[config.mk]
export PLATFORM = sky130hd
export DESIGN_NAME = button_debounce_click_classifier
export DESIGN_NICKNAME = d
export VERILOG_FILES = /design/src/design/bdc_pkg.sv /design/src/design/bdc_lane.sv /design/src/design/bdc_merge.sv /design/src/design/button_debounce_click_classifier.sv
export VERILOG_INCLUDE_DIRS = /design/src /design/src/design
export SDC_FILE = /design/constraint.sdc
export NUM_CORES = 1
export LEC_CHECK = 0
export BUFFER_PORTS_ARGS = -buffer_cell sky130_fd_sc_hd__buf_2
export CAP_MARGIN = 40
export CORE_AREA = 3 3 168 170
export DETAILED_ROUTE_END_ITERATION = 8
export DIE_AREA = 0 0 171 173
export GPL_TIMING_DRIVEN = 0
export HOLD_SLACK_MARGIN = 0.05
export PLACE_DENSITY = 0.7
export SLEW_MARGIN = 5
export SYNTH_ARGS = -nofsm -noshare
export SYNTH_HDL_FRONTEND = slang
export SYNTH_HIERARCHICAL = 1
export SYNTH_SLANG_ARGS = --single-unit
[constraint.sdc]
create_clock -name clk -period 2.9 [get_ports clk]
set_input_delay 0.435 -clock clk [delete_from_list [all_inputs] [get_ports clk]]
set_output_delay 0.435 -clock clk [all_outputs]
set_load 0.01 [all_outputs]
[src/design/button_debounce_click_classifier_assert.svh]
// Assertion macros shared by the button click classifier.
`ifndef BUTTON_DEBOUNCE_CLICK_CLASSIFIER_ASSERT_SVH
`define BUTTON_DEBOUNCE_CLICK_CLASSIFIER_ASSERT_SVH

`ifndef ASSERT_OFF

// Same-cycle implication, disabled while reset is asserted.
`define BDC_ASSERT_IMP(label, clk, rst_n, ante, cons) \
	label: assert property (@(posedge clk) disable iff (!(rst_n)) (ante) |-> (cons)) \
		else $error("assertion failed: same-cycle implication");

// Next-cycle implication, disabled while reset is asserted.
`define BDC_ASSERT_NXT(label, clk, rst_n, ante, cons) \
	label: assert property (@(posedge clk) disable iff (!(rst_n)) (ante) |=> (cons)) \
		else $error("assertion failed: next-cycle implication");

`else

`define BDC_ASSERT_IMP(label, clk, rst_n, ante, cons)
`define BDC_ASSERT_NXT(label, clk, rst_n, ante, cons)

`endif

`endif

[src/design/bdc_pkg.sv]
`default_nettype none

package bdc_pkg;

	// Width of every per-button field on the streams.
	localparam int FIELD_W = 3;

	// Stream data widths, rounded up to whole bytes.
	localparam int IN_TDATA_W  = 16;
	localparam int OUT_TDATA_W = 16;

	// Configuration port geometry.
	localparam int CFG_ADDR_W = 4;
	localparam int CFG_DATA_W = 32;
	localparam int CFG_REG_W  = 16;

	// Register word indexes (paddr[3:2]).
	localparam logic [1:0] REG_PRESSED_LEVEL = 2'd0;
	localparam logic [1:0] REG_HOLD_TICKS    = 2'd1;
	localparam logic [1:0] REG_CLICK_WINDOW  = 2'd2;

	// Register reset values.
	localparam logic [CFG_REG_W-1:0] HOLD_TICKS_RESET   = 16'd100;
	localparam logic [CFG_REG_W-1:0] CLICK_WINDOW_RESET = 16'd30;

	// The four sticky flags of one button; also used for the acknowledge bits.
	typedef struct packed {
		logic single_f;
		logic double_f;
		logic long_f;
		logic release_f;
	} bdc_flags_t;

endpackage

`default_nettype wire

[src/design/bdc_lane.sv]
`default_nettype none

// One button: three-sample debouncer, click counter and hold timer.
module bdc_lane #(
	parameter int TIMER_BITS = 16
) (
	input  wire logic                   clk,
	input  wire logic                   arst_n,
	input  wire logic                   advance,
	input  wire logic                   raw,
	input  wire logic                   pressed_level,
	input  wire logic [TIMER_BITS-1:0]  hold_load,
	input  wire logic [TIMER_BITS-1:0]  half_load,
	input  wire logic [TIMER_BITS-1:0]  win_load,
	input  wire bdc_pkg::bdc_flags_t    ack,
	output bdc_pkg::bdc_flags_t         flags_next
);

	// After the shift the oldest sample is the current middle one, so two
	// registered samples plus the incoming level form the three-sample window.
	logic                  middle_q, newest_q, stable_q;
	logic [TIMER_BITS-1:0] hold_q, click_q;
	logic                  seen_q;
	bdc_pkg::bdc_flags_t   flags_q;

	logic                  stable_n;
	logic [TIMER_BITS-1:0] hold_n, click_n, hold_dec, click_dec;
	logic                  seen_n;
	logic                  agree;

	// Next state of the button for the current tick.
	always_comb begin
		flags_next.single_f  = flags_q.single_f  & ~ack.single_f;
		flags_next.double_f  = flags_q.double_f  & ~ack.double_f;
		flags_next.long_f    = flags_q.long_f    & ~ack.long_f;
		flags_next.release_f = flags_q.release_f & ~ack.release_f;
		stable_n  = stable_q;
		hold_n    = hold_q;
		click_n   = click_q;
		seen_n    = seen_q;
		hold_dec  = hold_q - TIMER_BITS'(1);
		click_dec = '0;
		agree     = (middle_q == newest_q) && (newest_q == raw);

		if (agree) begin
			// Change of the debounced level, with click counting on release.
			if (stable_q != raw) begin
				if (stable_q == pressed_level) begin
					flags_next.release_f = 1'b1;
					if (!seen_q) begin
						seen_n  = 1'b1;
						click_n = win_load;
					end else begin
						flags_next.double_f = 1'b1;
						seen_n  = 1'b0;
						click_n = '0;
					end
				end
				stable_n = raw;
				if (raw == pressed_level) begin
					hold_n = hold_load;
				end
			end else if (raw == pressed_level && hold_q != '0) begin
				// Held: count down to the long-press flag, then repeat at half period.
				if (hold_dec == '0) begin
					flags_next.long_f = 1'b1;
					hold_n = half_load;
				end else begin
					hold_n = hold_dec;
				end
			end

			// Click window countdown; expiry after one click is a single click.
			click_dec = click_n - TIMER_BITS'(1);
			if (click_n != '0) begin
				click_n = click_dec;
				if (click_dec == '0) begin
					if (seen_n) begin
						flags_next.single_f = 1'b1;
					end
					seen_n = 1'b0;
				end
			end
		end
	end

	// Button state registers; samples reset to the normal (released) level.
	always_ff @(posedge clk or negedge arst_n) begin
		if (!arst_n) begin
			middle_q <= 1'b1;
			newest_q <= 1'b1;
			stable_q <= 1'b1;
			hold_q   <= '0;
			click_q  <= '0;
			seen_q   <= 1'b0;
			flags_q  <= '0;
		end else if (advance) begin
			middle_q <= newest_q;
			newest_q <= raw;
			stable_q <= stable_n;
			hold_q   <= hold_n;
			click_q  <= click_n;
			seen_q   <= seen_n;
			flags_q  <= flags_next;
		end
	end

endmodule

`default_nettype wire

[src/design/bdc_merge.sv]
`default_nettype none

// Gathers the lane flags into the result fields and holds them in an
// output register backed by a skid register.
module bdc_merge #(
	parameter int NUM_BUTTONS = 3
) (
	input  wire logic                               clk,
	input  wire logic                               arst_n,
	input  wire logic                               advance,
	input  wire bdc_pkg::bdc_flags_t                lane_flags [NUM_BUTTONS],
	output logic                                    in_ready,
	output logic                                    out_valid,
	input  wire logic                               out_ready,
	output logic [bdc_pkg::OUT_TDATA_W-1:0]         out_data,
	output logic                                    skid_valid
);

	localparam int FW = bdc_pkg::FIELD_W;

	logic [FW-1:0] single_v, double_v, long_v, release_v;
	logic [bdc_pkg::OUT_TDATA_W-1:0] result;
	logic [bdc_pkg::OUT_TDATA_W-1:0] out_q, skid_q;
	logic out_v_q, skid_v_q;

	// Per-field bit gather; bits above the button count stay zero.
	for (genvar i = 0; i < FW; i++) begin : g_bits
		if (i < NUM_BUTTONS) begin : g_lane
			assign single_v[i]  = lane_flags[i].single_f;
			assign double_v[i]  = lane_flags[i].double_f;
			assign long_v[i]    = lane_flags[i].long_f;
			assign release_v[i] = lane_flags[i].release_f;
		end else begin : g_none
			assign single_v[i]  = 1'b0;
			assign double_v[i]  = 1'b0;
			assign long_v[i]    = 1'b0;
			assign release_v[i] = 1'b0;
		end
	end

	assign result = {{(bdc_pkg::OUT_TDATA_W - 4*FW){1'b0}},
		release_v, long_v, double_v, single_v};

	// Output register with skid: a new request is taken unless the skid is full.
	always_ff @(posedge clk or negedge arst_n) begin
		if (!arst_n) begin
			out_v_q  <= 1'b0;
			skid_v_q <= 1'b0;
		end else if (!out_v_q || out_ready) begin
			out_v_q  <= skid_v_q | advance;
			skid_v_q <= 1'b0;
		end else if (advance) begin
			skid_v_q <= 1'b1;
		end
	end

	always_ff @(posedge clk) begin
		if (!out_v_q || out_ready) begin
			out_q <= skid_v_q ? skid_q : result;
		end else if (advance) begin
			skid_q <= result;
		end
	end

	assign in_ready   = !skid_v_q;
	assign out_valid  = out_v_q;
	assign out_data   = out_q;
	assign skid_valid = skid_v_q;

endmodule

`default_nettype wire

[src/design/button_debounce_click_classifier.sv]
// Channel   | Direction | Payload (lowest bits first)
// s_axis    | in        | raw_levels, ack_single_mask, ack_double_mask,
//           |           | ack_long_mask, ack_release_mask (3 bits each)
// m_axis    | out       | single_click_pending, double_click_pending,
//           |           | long_press_pending, release_pending (3 bits each)
// apb       | cfg       | pressed_level @0x0, hold_ticks @0x4, click_window_ticks @0x8
//
// One tick request per cycle while s_tready is high; every button lane updates in the accepting cycle.
// The result is registered in the output register, or in the skid register while the output stalls.
// A skid register keeps input ready for one more request while m_tready is low.
// Reset is asynchronous; no clearing pass is needed.
`default_nettype none

`include "button_debounce_click_classifier_assert.svh"

module button_debounce_click_classifier #(
	parameter int NUM_BUTTONS = 3,
	parameter int TIMER_BITS  = 16
) (
	input  wire logic                                clk,
	input  wire logic                                arst_n,
	// APB configuration port.
	input  wire logic                                psel,
	input  wire logic                                penable,
	input  wire logic                                pwrite,
	input  wire logic [bdc_pkg::CFG_ADDR_W-1:0]      paddr,
	input  wire logic [bdc_pkg::CFG_DATA_W-1:0]      pwdata,
	output logic [bdc_pkg::CFG_DATA_W-1:0]           prdata,
	output logic                                     pready,
	// Tick input stream.
	input  wire logic                                s_tvalid,
	output logic                                     s_tready,
	// [2:0] raw_levels, [5:3] ack_single_mask, [8:6] ack_double_mask,
	// [11:9] ack_long_mask, [14:12] ack_release_mask, [15] zero
	input  wire logic [bdc_pkg::IN_TDATA_W-1:0]      s_tdata,
	// Result stream.
	output logic                                     m_tvalid,
	input  wire logic                                m_tready,
	// [2:0] single_click_pending, [5:3] double_click_pending,
	// [8:6] long_press_pending, [11:9] release_pending, [15:12] zero
	output logic [bdc_pkg::OUT_TDATA_W-1:0]          m_tdata
);

	localparam int FW = bdc_pkg::FIELD_W;

	logic                           pressed_q;
	logic [bdc_pkg::CFG_REG_W-1:0]  hold_q, window_q;
	logic                           cfg_wr;
	logic [1:0]                     reg_idx;
	logic                           s_acc;
	logic                           skid_valid;
	logic [TIMER_BITS-1:0]          hold_load, half_load, win_load;

	logic [FW-1:0] raw_levels, ack_single, ack_double, ack_long, ack_release;
	bdc_pkg::bdc_flags_t lane_flags [NUM_BUTTONS];

	// Configuration registers.
	assign pready  = 1'b1;
	assign cfg_wr  = psel & penable & pwrite & pready;
	assign reg_idx = paddr[3:2];

	always_ff @(posedge clk or negedge arst_n) begin
		if (!arst_n) begin
			pressed_q <= 1'b0;
			hold_q    <= bdc_pkg::HOLD_TICKS_RESET;
			window_q  <= bdc_pkg::CLICK_WINDOW_RESET;
		end else if (cfg_wr) begin
			unique case (reg_idx)
				bdc_pkg::REG_PRESSED_LEVEL: pressed_q <= pwdata[0];
				bdc_pkg::REG_HOLD_TICKS:    hold_q    <= pwdata[bdc_pkg::CFG_REG_W-1:0];
				bdc_pkg::REG_CLICK_WINDOW:  window_q  <= pwdata[bdc_pkg::CFG_REG_W-1:0];
				default: ;
			endcase
		end
	end

	// Register read-back.
	always_comb begin
		unique case (reg_idx)
			bdc_pkg::REG_PRESSED_LEVEL: prdata = {{(bdc_pkg::CFG_DATA_W-1){1'b0}}, pressed_q};
			bdc_pkg::REG_HOLD_TICKS:
				prdata = {{(bdc_pkg::CFG_DATA_W-bdc_pkg::CFG_REG_W){1'b0}}, hold_q};
			bdc_pkg::REG_CLICK_WINDOW:
				prdata = {{(bdc_pkg::CFG_DATA_W-bdc_pkg::CFG_REG_W){1'b0}}, window_q};
			default: prdata = '0;
		endcase
	end

	// Timer load values, fitted to the timer width.
	assign hold_load = TIMER_BITS'(hold_q);
	assign half_load = TIMER_BITS'(hold_q >> 1);
	assign win_load  = TIMER_BITS'(window_q);

	// Input field unpacking.
	assign raw_levels  = s_tdata[FW-1:0];
	assign ack_single  = s_tdata[2*FW-1:FW];
	assign ack_double  = s_tdata[3*FW-1:2*FW];
	assign ack_long    = s_tdata[4*FW-1:3*FW];
	assign ack_release = s_tdata[5*FW-1:4*FW];

	assign s_acc = s_tvalid & s_tready;

	// Button lanes; lanes above the field width see a low raw level and no acknowledges.
	for (genvar i = 0; i < NUM_BUTTONS; i++) begin : g_lane
		logic                raw_i;
		bdc_pkg::bdc_flags_t ack_i;

		if (i < FW) begin : g_in
			assign raw_i           = raw_levels[i];
			assign ack_i.single_f  = ack_single[i];
			assign ack_i.double_f  = ack_double[i];
			assign ack_i.long_f    = ack_long[i];
			assign ack_i.release_f = ack_release[i];
		end else begin : g_zero
			assign raw_i = 1'b0;
			assign ack_i = '0;
		end

		bdc_lane #(
			.TIMER_BITS(TIMER_BITS)
		) u_lane (
			.clk          (clk),
			.arst_n       (arst_n),
			.advance      (s_acc),
			.raw          (raw_i),
			.pressed_level(pressed_q),
			.hold_load    (hold_load),
			.half_load    (half_load),
			.win_load     (win_load),
			.ack          (ack_i),
			.flags_next   (lane_flags[i])
		);
	end

	// Result gathering and output buffering.
	bdc_merge #(
		.NUM_BUTTONS(NUM_BUTTONS)
	) u_merge (
		.clk       (clk),
		.arst_n    (arst_n),
		.advance   (s_acc),
		.lane_flags(lane_flags),
		.in_ready  (s_tready),
		.out_valid (m_tvalid),
		.out_ready (m_tready),
		.out_data  (m_tdata),
		.skid_valid(skid_valid)
	);

	// A filled skid register implies a result is waiting at the output.
	`BDC_ASSERT_IMP(a_skid_behind_out, clk, arst_n, skid_valid, m_tvalid)
	// A request taken while the output stalls lands in the skid register.
	`BDC_ASSERT_NXT(a_stall_to_skid, clk, arst_n, s_acc && m_tvalid && !m_tready, skid_valid)
	// Every accepted request leaves a valid result at the output on the next cycle.
	`BDC_ASSERT_NXT(a_acc_gives_out, clk, arst_n, s_acc, m_tvalid)

endmodule

`default_nettype wire
==> qor.txt, run 1 <==
Starting density of the core - 49.6%
Hold WC Path Type - input port to flip-flop
Fin cells - 2083
Top_reg_cell synth - dfrtp_1
Slew @ Worst Pin - 0.860 ns
Number of synthesized flops with an enable pin - 24
Post-synthesis sequential area ratio - 34.6%
Setup violators final - 34
Cell family with most CP delay - simple AND/OR/NAND/NOR gates
Post-DP HPWL - 28700 um
WP data arrival - 3.43 ns
Initial antenna violation count - 2
Synthesized instance count - 1517
Routed WL - 44800 um
Vias in the first global route - 12200
# diodes - 0
Die X - 171 um
Routability-driven placement congestion ratio - 0.951
Layout cells sized above 1 - 33.6%
Final hold violation count - 0
CTS tree - done
Mean area per synthesized cell - 8.80 um2
Core Util, Final - 63.0%
CP startpoint kind - flip-flop
Syn. warnings - 6
Total vias in the final route - 13300
Finished Cell Area - 16900 um2
Clock transition at path regs - 0.09 ns
Crit end category - flip-flop
Post-placement cell area - 14300 um2
Worst setup margin - -0.322 ns
ANT nets after route - 0
Layout Skew - 0.0201 ns
Filler instances - 2203
Crit Path Class - flip-flop to flip-flop
CP max FO - 7
Vias per cell - 6.37
CP required - 3.10 ns
Critical path, cell by cell - buf_12 -> buf_8 -> buf_8 -> nor2b_4 -> buf_6 -> buf_4 -> nor3_4 -> a221oi_2 -> nor4_2 -> buf_4 -> nand4b_1 -> nor4_4 -> nor2_1 -> nand3_1 -> o21ai_2 -> mux2_4
Synth Register Bits - 179
Rows - 60
Min-Delay Path Depth - 2
Clock sink total - 179
Core area - 26900 um2
Fin Setup TNS - -4.94 ns
Max-cap violations - 0
Max-slew headroom - 42.7%
Final Max Slew Viols - 0
Worst-Skew Late Latency - 0.45 ns
Clk buf depth - 2
Inst Count DP - 1948
CP max stage delay - 0.41 ns
Power Density - 1050 nW/um2
VDD IR max - 0.485 mV
Buf+Inv Stages, Crit Path - 6
Drt first pass iters - 7
Die height - 173 um
Pin count of the biggest net entering global routing - 99
Fmax - 310 MHz
Status - finished with violations
Tcrit/Tclk final - 111%
Post-synthesis async set-or-reset flop share - 86.6%
Reg2reg path depth - 16
Final min period - 3.22 ns
Violated checks - setup timing
Cts bufs inserted - 17
Syn-to-layout area delta - 26.8%
Number of port buffers - 67
Synth unique cells - 104
CP Depth - 16
Pleak - 6.80 nW
DP Worst Slack - -0.757 ns
Die area - 29600 um2
Initial DRC Count - 1547
Root Buffer - clkbuf_16
Total Routing Usage GR - 28.2%
GRT overflow - 0
Slowest-stage cell, CP - dfrtp_2
Residual DRC - 0
Nets - 1797
Per-cell routed wire length - 21.5 um
Synthesized area - 13300 um2
First-pass GRT wire length - 66700 um
RSZ-0062 raised after global routing - yes
CTS HTree Levels - 4
# IOs - 110
worst paths after layout:
kind	start	end	slack, ns
max reg2reg	pressed_q$_DFFE_PN0P_	u_merge/out_data[2]$_DFFE_PP_	-0.32
min in group asynchronous	arst_n	g_lane[0].u_lane/hold_q[4]$_DFFE_PN0P_	0.49
min	pwdata[4]	win_load[4]$_DFFE_PN1P_	0.23
min reg2reg	g_lane[1].u_lane/flags_q[1]$_DFFE_PN0P_	g_lane[1].u_lane/flags_q[1]$_DFFE_PN0P_	0.48
max in group asynchronous	arst_n	g_lane[2].u_lane/click_q[7]$_DFFE_PN0P_	1.48
max	pressed_q$_DFFE_PN0P_	u_merge/out_data[2]$_DFFE_PP_	-0.32
state kept, by name, summed over array words and instances (netlist names):
name                    count
u_merge/out_data           12
g_lane.u_lane/middle_q      3
g_lane.u_lane/newest_q      3
u_merge/out_valid           1
g_lane.u_lane/stable_q      3
g_lane.u_lane/seen_q        3
g_lane.u_lane/flags_q      12
pressed_q                   1
g_lane.u_lane/click_q      48
g_lane.u_lane/hold_q       48
hold_load                  16
win_load                   16
u_merge/skid_q             12
u_merge/skid_valid          1
cell usage after synthesis, drive strengths merged (14+ instances only):
master | count | share of area [%]
nand2 | 177 | 5.0
dfrtp | 139 | 26
nor2 | 109 | 3.1
nor3 | 95 | 3.6
buf | 86 | 4.8
o21ai | 70 | 2.7
inv | 63 | 1.8
mux2 | 55 | 4.9
o22ai | 53 | 2.5
nor2b | 49 | 2.4
o31ai | 49 | 2.9
a21oi | 44 | 1.7
xnor2 | 44 | 2.9
nand3 | 42 | 1.7
clkbuf | 41 | 1.2
a31oi | 29 | 1.4
a22o | 26 | 1.7
nand2b | 25 | 1.4
edfxtp | 24 | 5.4
o311ai | 24 | 2.8
nor4 | 23 | 1.6
xor2 | 22 | 1.4
a211oi | 19 | 1.1
or3 | 19 | 1.0
a2111oi | 16 | 1.2
dfstp | 16 | 3.2
and2 | 14 | 0.66
timing repair:
| item | in CTS | in global routing |
|---|---|---|
| pin swaps | 36 | 74 |
| endpoints found under the hold margin | 51 | 0 |
| gates cloned | 0 | 2 |
| gates resized for setup | 116 | 147 |
| setup endpoints to repair | 99 | 106 |
| buffers inserted | 46 | 61 |
| hold buffers | 1 | 0 |
cells by family after synthesis:
| kind of cell | after synthesis | share of synthesized area (%) |
|---|---|---|
| AND/OR/NAND/NOR | 609 | 24.2 |
| XOR/XNOR | 66 | 4.33 |
| multiplexers | 64 | 5.57 |
| other | 3 | 0.0844 |
| adder cells (fa/ha/maj) | 9 | 0.844 |
| flip-flops | 179 | 34.6 |
| AO/OA/AOI/OAI | 396 | 22.5 |
| buffers and inverters | 191 | 7.84 |
layer usage:
layer	routed length [um]	vias up	part of all wire (%)	track usage (%)
li1	-	5966	-	-
met1	18300	6456	41	37.8
met2	20600	675	46	43.7
met3	3740	170	8.3	6.61
met4	2180	2	4.9	12.0
met5	11	-	0.025	0
metrics by stage:
stage                     total power, mW  hold slack (ns)
final                                17.8            0.234
after global routing                 18.8            0.225
after CTS                            15.9            0.224
after detailed placement             12.6            0.406
after global placement               12.4            0.455
after floorplan                      10.6            0.139
final cells by class:
| class | instances | area [um2] | area share [%] |
|---|---|---|---|
| multi-input combinational | 1168 | 8820 | 52.1 |
| tap | 341 | 427 | 2.52 |
| sequential | 179 | 4630 | 27.3 |
| timing repair buffer | 177 | 1300 | 7.70 |
| buffer | 122 | 910 | 5.38 |
| clock buffer | 17 | 425 | 2.51 |
| inverter | 64 | 246 | 1.46 |
| clock inverter | 15 | 168 | 0.991 |
cells in the final DEF, fill, tap and decap left out, types with 10 or more instances in the layout:
cell / instances
a2111oi_0: 10
a211oi_1: 19
a21oi_1: 37
a221oi_2: 12
a22o_1: 26
a31oi_1: 26
buf_2: 84
buf_4: 123
buf_6: 39
clkbuf_1: 29
clkbuf_16: 19
conb_1: 24
dfrtp_1: 133
dfstp_2: 16
edfxtp_1: 24
inv_1: 58
mux2_2: 46
nand2_1: 173
nand2b_1: 20
nand3_1: 35
nor2_1: 107
nor2b_1: 41
nor3_1: 77
nor3_2: 11
nor4_4: 10
o21ai_0: 47
o21ai_1: 11
o21ai_2: 11
o22ai_1: 43
o311ai_2: 10
o311ai_4: 14
o31ai_1: 37
or3_1: 11
xnor2_1: 40
xor2_1: 21
worst reg2reg max path, delay by kind of cell (launching register included):
family	cells	cell delay (ns)
flops	1	0.41
simple gates	7	1.30
mux	1	0.26
compound gates	2	0.13
buf+inv	6	0.87
power by group:
| group | switching, mW | internal, mW |
|---|---|---|
| Sequential | 1.19 | 3.37 |
| Clock | 1.20 | 1.16 |
| Combinational | 6.08 | 4.79 |
| Total | 8.47 | 9.31 |
No activity file was read; power rests on OpenSTA's default activity.
==> run 2, diff against run 1 <==
==> constraint.sdc (replaced) <==
create_clock -name clk -period 2.9 [get_ports clk]
set_input_delay 0.145 -clock clk [delete_from_list [all_inputs] [get_ports clk]]
set_output_delay 0.145 -clock clk [all_outputs]
set_load 0.01 [all_outputs]
==> run 2 against run 1 <==
  * Largest power group unchanged
  * Final area increased by 6.0%
  * Die area unchanged
  * Combinational power increased by 13%
  * The flow still finishes with violations (setup timing)
  * Clock skew about the same
  * Sequential power increased by 2%
  * Power increased by 9.3%
==> qor.txt, run 2 (same netlist as run 1, synthesis figures left out) <==
Vias in the first global route - 12400
RSZ-0062 raised after global routing - yes
GRT overflow - 0
Pin count of the biggest net entering global routing - 96
Routability-driven placement congestion ratio - 0.955
Post-DP HPWL - 28700 um
Die X - 171 um
Switching share of power - 47.1%
Power Density - 1080 nW/um2
Hold WC Path Type - input port to flip-flop
Core Util, Final - 66.7%
Clock transition at path regs - 0.09 ns
Residual DRC - 0
Syn-to-layout area delta - 34.4%
Crit Path Class - flip-flop to flip-flop
Overall power - 19.4 mW
Tcrit/Tclk final - 111%
Crit Reg-Reg Startpoint - g_lane[0].u_lane/stable_q$_DFFE_PN1P_
Register area - 4630 um2
Number of port buffers - 67
Status - finished with violations
Total vias in the final route - 13800
DP Worst Slack - -0.746 ns
Largest registers - g_lane.u_lane/click_q (48), g_lane.u_lane/hold_q (48)
Clock sink total - 179
Min-delay src - s_tdata[8]
Commonest non-fill, non-tap cell in the layout - nand2_1
Power Internal - 10.3 mW
CP required - 3.24 ns
Max-cap violations - 0
Core area - 26900 um2
CTS HTree Levels - 4
WP data arrival - 3.55 ns
Clk pwr share - 12.6%
First-pass GRT wire length - 68200 um
Nets - 1852
Most frequent cells in the layout - 172 x nand2_1, 141 x buf_4, 132 x dfrtp_1
Post-placement cell area - 14300 um2
Setup violators final - 18
Fmax - 311 MHz
Combinational Power Share - 63.5%
Final hold slack - 0.0497 ns
CP startpoint kind - flip-flop
Per-cell routed wire length - 22.2 um
Die height - 173 um
Cell family with most CP delay - simple AND/OR/NAND/NOR gates
Routed WL - 47500 um
Reg-to-reg setup timing slack - -0.31 ns
# IOs - 110
Final hold violation count - 0
Slowest-stage cell, CP - or4_4
Area of the multi-input gates - 9180 um2
Die area - 29600 um2
Layout Skew - 0.0204 ns
Most used cell, CP - buf_6
Buf+Inv Stages, Crit Path - 4
Initial DRC Count - 1927
Worst-Skew Late Latency - 0.46 ns
Sw power - 9.16 mW
CP max FO - 10
Root Buffer - clkbuf_16
Drt first pass iters - 6
VDD IR max - 0.544 mV
Critical path, cell by cell - buf_6 -> buf_6 -> buf_8 -> nand2_1 -> o311a_4 -> buf_6 -> or4_4 -> a21oi_4 -> o2111ai_2 -> or3_4 -> o22ai_4 -> mux2_4
Crit end category - flip-flop
Crit path from - g_lane[0].u_lane/stable_q$_DFFE_PN1P_
Initial antenna violation count - 2
Clk buf depth - 2
Register share of total power - 23.9%
Total Routing Usage GR - 28.8%
CP max stage delay - 0.56 ns
Vias per cell - 6.44
Starting density of the core - 49.6%
Cts bufs inserted - 17
ANT nets after route - 0
Final min period - 3.21 ns
Pleak - 7.15 nW
Violated checks - setup timing
CTS tree - done
Layout cells sized above 1 - 35.6%
Rows - 60
Max-slew headroom - 49.5%
Slew @ Worst Pin - 0.752 ns
Finished Cell Area - 17900 um2
Filler instances - 1997
Final Max Slew Viols - 0
Worst setup margin - -0.313 ns
[run 2: cell count changes in the layout (fill, tap and decap cells not counted), sizes merged]
cell         delta
bufbuf          +1
diode           +3
bufinv          +1
clkbuf          -1
buf            +33
dlygate4sd3    +22
clkinv          -6
inv             +5
[run 2: stage by stage]
stage,TNS (ns),cells
after floorplan,-0.0192,1538
after global placement,-152.29,1946
after detailed placement,-33.85,1948
after CTS,-0.749,2056
after global routing,-3.88,2138
final,-1.78,2141
[run 2: area by class of cell]
class                   count  share of cell area [%]
plain buffers             119                    5.39
well taps                 341                    2.38
diodes                      3                  0.0419
inverters                  64                    1.39
flip-flops and latches    179                    25.8
clock buffers              17                    2.37
clock inverters            15                    1.01
multi-input cells        1168                    51.2
repair buffers            235                    10.4
[run 2: layer usage]
metal  vias up  GRT usage [%]  wire length [um]
met5         -              0                 0
met4         0           11.1              2460
met3       200           4.32              3760
met2       805           46.3             22400
met1      6714           39.2             18900
li1       6079              -                 -
[run 2: worst reg2reg max path: stages (launching register included)]
cell and delay (ns):
dfstp_2 0.53, buf_6 0.14, buf_6 0.17, buf_8 0.15, nand2_1 0.08, o311a_4 0.16
buf_6 0.14, or4_4 0.56, a21oi_4 0.21, o2111ai_2 0.17, or3_4 0.43, o22ai_4 0.17
mux2_4 0.19
[run 2: final timing paths]
check / end / cells after the start
max in group asynchronous: g_lane[2].u_lane/newest_q$_DFFE_PN1P_ / 3
worst max-delay path: u_merge/out_data[0]$_DFFE_PP_ / 12
worst max register to register: u_merge/out_data[0]$_DFFE_PP_ / 12
worst min-delay path: u_merge/skid_q[5]$_DFFE_PP_ / 2
worst min register to register: g_lane[2].u_lane/flags_q[1]$_DFFE_PN0P_ / 2
min in group asynchronous: g_lane[0].u_lane/hold_q[8]$_DFFE_PN0P_ / 2
[run 2: repair_timing]
action,4_1_cts,5_1_grt
hold buffers,23,0
hold endpoints to repair,102,0
setup endpoints to repair,100,95
pin swaps,42,81
buffers inserted,57,85
gates resized for setup,150,209
cloned,1,3
[run 2: power by group through the flow]
stage / clock network [mW] / logic [mW] / registers [mW]
after floorplan: 0 / 6.52 / 4.03
after global placement: 0 / 7.91 / 4.43
after detailed placement: 0 / 8.10 / 4.46
after CTS: 2.46 / 9.55 / 4.45
after global routing: 2.59 / 13.1 / 4.71
final: 2.45 / 12.3 / 4.65
==> run 3, diff against run 2 <==
PLACE_DENSITY = 0.76   (was 0.7)
==> run 3 against run 2 <==
  * The run still ends with setup timing left
  * Final area grew 0.33%
  * Hold slack gained 0.015 ns
  * Clock-buffer cell count is the same
  * Critical endpoint is now u_merge/out_data[2]$_DFFE_PP_
  * Largest cell class unchanged
==> qor.txt, run 3 (same netlist as run 1, synthesis figures left out) <==
Power Internal - 10.3 mW
Final min period - 3.30 ns
Vias in the first global route - 13000
Setup violators final - 23
CP startpoint kind - flip-flop
CTS HTree Levels - 4
Die area - 29600 um2
Slowest-stage cell, CP - dfrtp_1
Residual DRC - 0
Root Buffer - clkbuf_16
Power Density - 1090 nW/um2
GRT overflow - 0
Routability-driven placement congestion ratio - 0.986
Clk buf depth - 2
CP max FO - 10
Sw power - 9.30 mW
Slew @ Worst Pin - 0.838 ns
CP max stage delay - 0.52 ns
CP required - 3.22 ns
First-pass GRT wire length - 70300 um
Final hold violation count - 0
# IOs - 110
Buf+Inv Stages, Crit Path - 1
Area of the multi-input gates - 9270 um2
Critical path, cell by cell - buf_6 -> nor2b_1 -> nor3_4 -> a311oi_2 -> nand2_2 -> ha_4 -> xnor2_4 -> or3_4 -> a2111oi_4 -> nand3_1 -> o21ai_2 -> mux2_4
Total vias in the final route - 14200
Pleak - 7.19 nW
Crit end category - flip-flop
Combinational Power Share - 63.8%
Number of port buffers - 67
Starting density of the core - 49.6%
Violated checks - setup timing
Layout Skew - 0.0107 ns
Largest registers - g_lane.u_lane/click_q (48), g_lane.u_lane/hold_q (48)
Clk pwr share - 12.4%
Fin Setup TNS - -3.19 ns
WP data arrival - 3.62 ns
Initial antenna violation count - 1
Vias per cell - 6.66
Max-cap violations - 0
Crit Path Class - flip-flop to flip-flop
Per-cell routed wire length - 22.8 um
RSZ-0062 raised after global routing - yes
Drt first pass iters - 6
Most frequent cells in the layout - 170 x nand2_1, 137 x buf_4, 130 x dfrtp_1
Commonest non-fill, non-tap cell in the layout - nand2_1
Final Max Slew Viols - 0
Worst-Skew Late Latency - 0.44 ns
Core area - 26900 um2
Post-DP HPWL - 28600 um
Die X - 171 um
Post-placement cell area - 14300 um2
Cts bufs inserted - 17
Tcrit/Tclk final - 114%
Register area - 4630 um2
Pin count of the biggest net entering global routing - 91
Die height - 173 um
Clock transition at path regs - 0.08 ns
Rows - 60
Layout cells sized above 1 - 36.7%
VDD IR max - 0.546 mV
Total Routing Usage GR - 29.5%
Worst setup margin - -0.399 ns
Nets - 1844
Cell family with most CP delay - simple AND/OR/NAND/NOR gates
Fmax - 303 MHz
Register share of total power - 23.8%
Filler instances - 1856
CTS tree - done
Switching share of power - 47.5%
Syn-to-layout area delta - 34.9%
Max-slew headroom - 43.8%
Hold WC Path Type - input port to flip-flop
Clock sink total - 179
ANT nets after route - 0
Finished Cell Area - 18000 um2
Routed WL - 48700 um
Initial DRC Count - 2141
Status - finished with violations
==> run 3: cell count changes in the layout (fill, tap and decap cells not counted), moves of 5 or more <==
cell     before  now
buf_6        50   44
o22ai_1      43   38
o22ai_2       6   11
o31ai_1      40   34
o31ai_2       3    9
==> run 3: cell type report <==
type,count,share of cell area (%)
Timing Repair Buffer,227,10.2
Sequential cell,179,25.7
Antenna cell,1,0.0139
Inverter,64,1.39
Multi-Input combinational cell,1168,51.5
Buffer,119,5.38
Clock buffer,17,2.36
Tap cell,341,2.37
Clock inverter,15,1.00
==> run 3: routing by layer <==
layer	share of wire, %	track usage (%)	up-vias
met5	0	0	-
met1	37	38.4	6838
li1	-	-	6071
met2	47	47.8	1007
met4	6.5	14.4	0
met3	9.4	4.46	286
==> run 3: path summary, 6_finish.rpt <==
| check | start | to | slack, ns | cells past startpoint |
|---|---|---|---|---|
| max | g_lane[2].u_lane/seen_q$_DFFE_PN0P_ | u_merge/out_data[2]$_DFFE_PP_ | -0.40 | 12 |
| min | s_tdata[8] | u_merge/skid_q[5]$_DFFE_PP_ | 0.07 | 2 |
| max reg2reg | g_lane[2].u_lane/seen_q$_DFFE_PN0P_ | u_merge/out_data[2]$_DFFE_PP_ | -0.40 | 12 |
| min reg2reg | g_lane[2].u_lane/flags_q[1]$_DFFE_PN0P_ | g_lane[2].u_lane/flags_q[1]$_DFFE_PN0P_ | 0.49 | 2 |
| max in group asynchronous | arst_n | g_lane[2].u_lane/middle_q$_DFFE_PN1P_ | 1.80 | 3 |
| min in group asynchronous | arst_n | g_lane[1].u_lane/hold_q[4]$_DFFE_PN0P_ | 0.22 | 2 |
==> run 3: repair_timing <==
action                                  CTS  global route
hold buffers                             22             0
resized for setup                       207           164
cloned                                    4             2
setup buffers                            79            53
hold endpoints to repair                104             0
endpoints found under the setup margin  100            97
pin swaps                                55            74
==> run 3: power by group through the flow <==
stage               clock, mW  sequential [mW]  combinational, mW
floorplan                   0             4.03               6.52
global placement            0             4.42               7.86
detailed placement          0             4.45               8.11
CTS                      2.44             4.47               10.3
global route             2.55             4.73               13.2
finish                   2.42             4.66               12.5
==> run 3: per-stage QoR <==
stage / hold slack, ns / total power [mW] / cells / util, % / setup WS, ns
floorplan: -0.151 / 10.6 / 1538 / - / -0.0192
global placement: 0.395 / 12.3 / 1946 / 52.9 / -1.06
detailed placement: 0.134 / 12.6 / 1948 / 53.0 / -0.768
CTS: 0.0620 / 17.2 / 2080 / 62.5 / -0.263
global route: 0.0511 / 20.5 / 2130 / 67.0 / -0.447
finish: 0.0650 / 19.6 / 2131 / 67.0 / -0.399
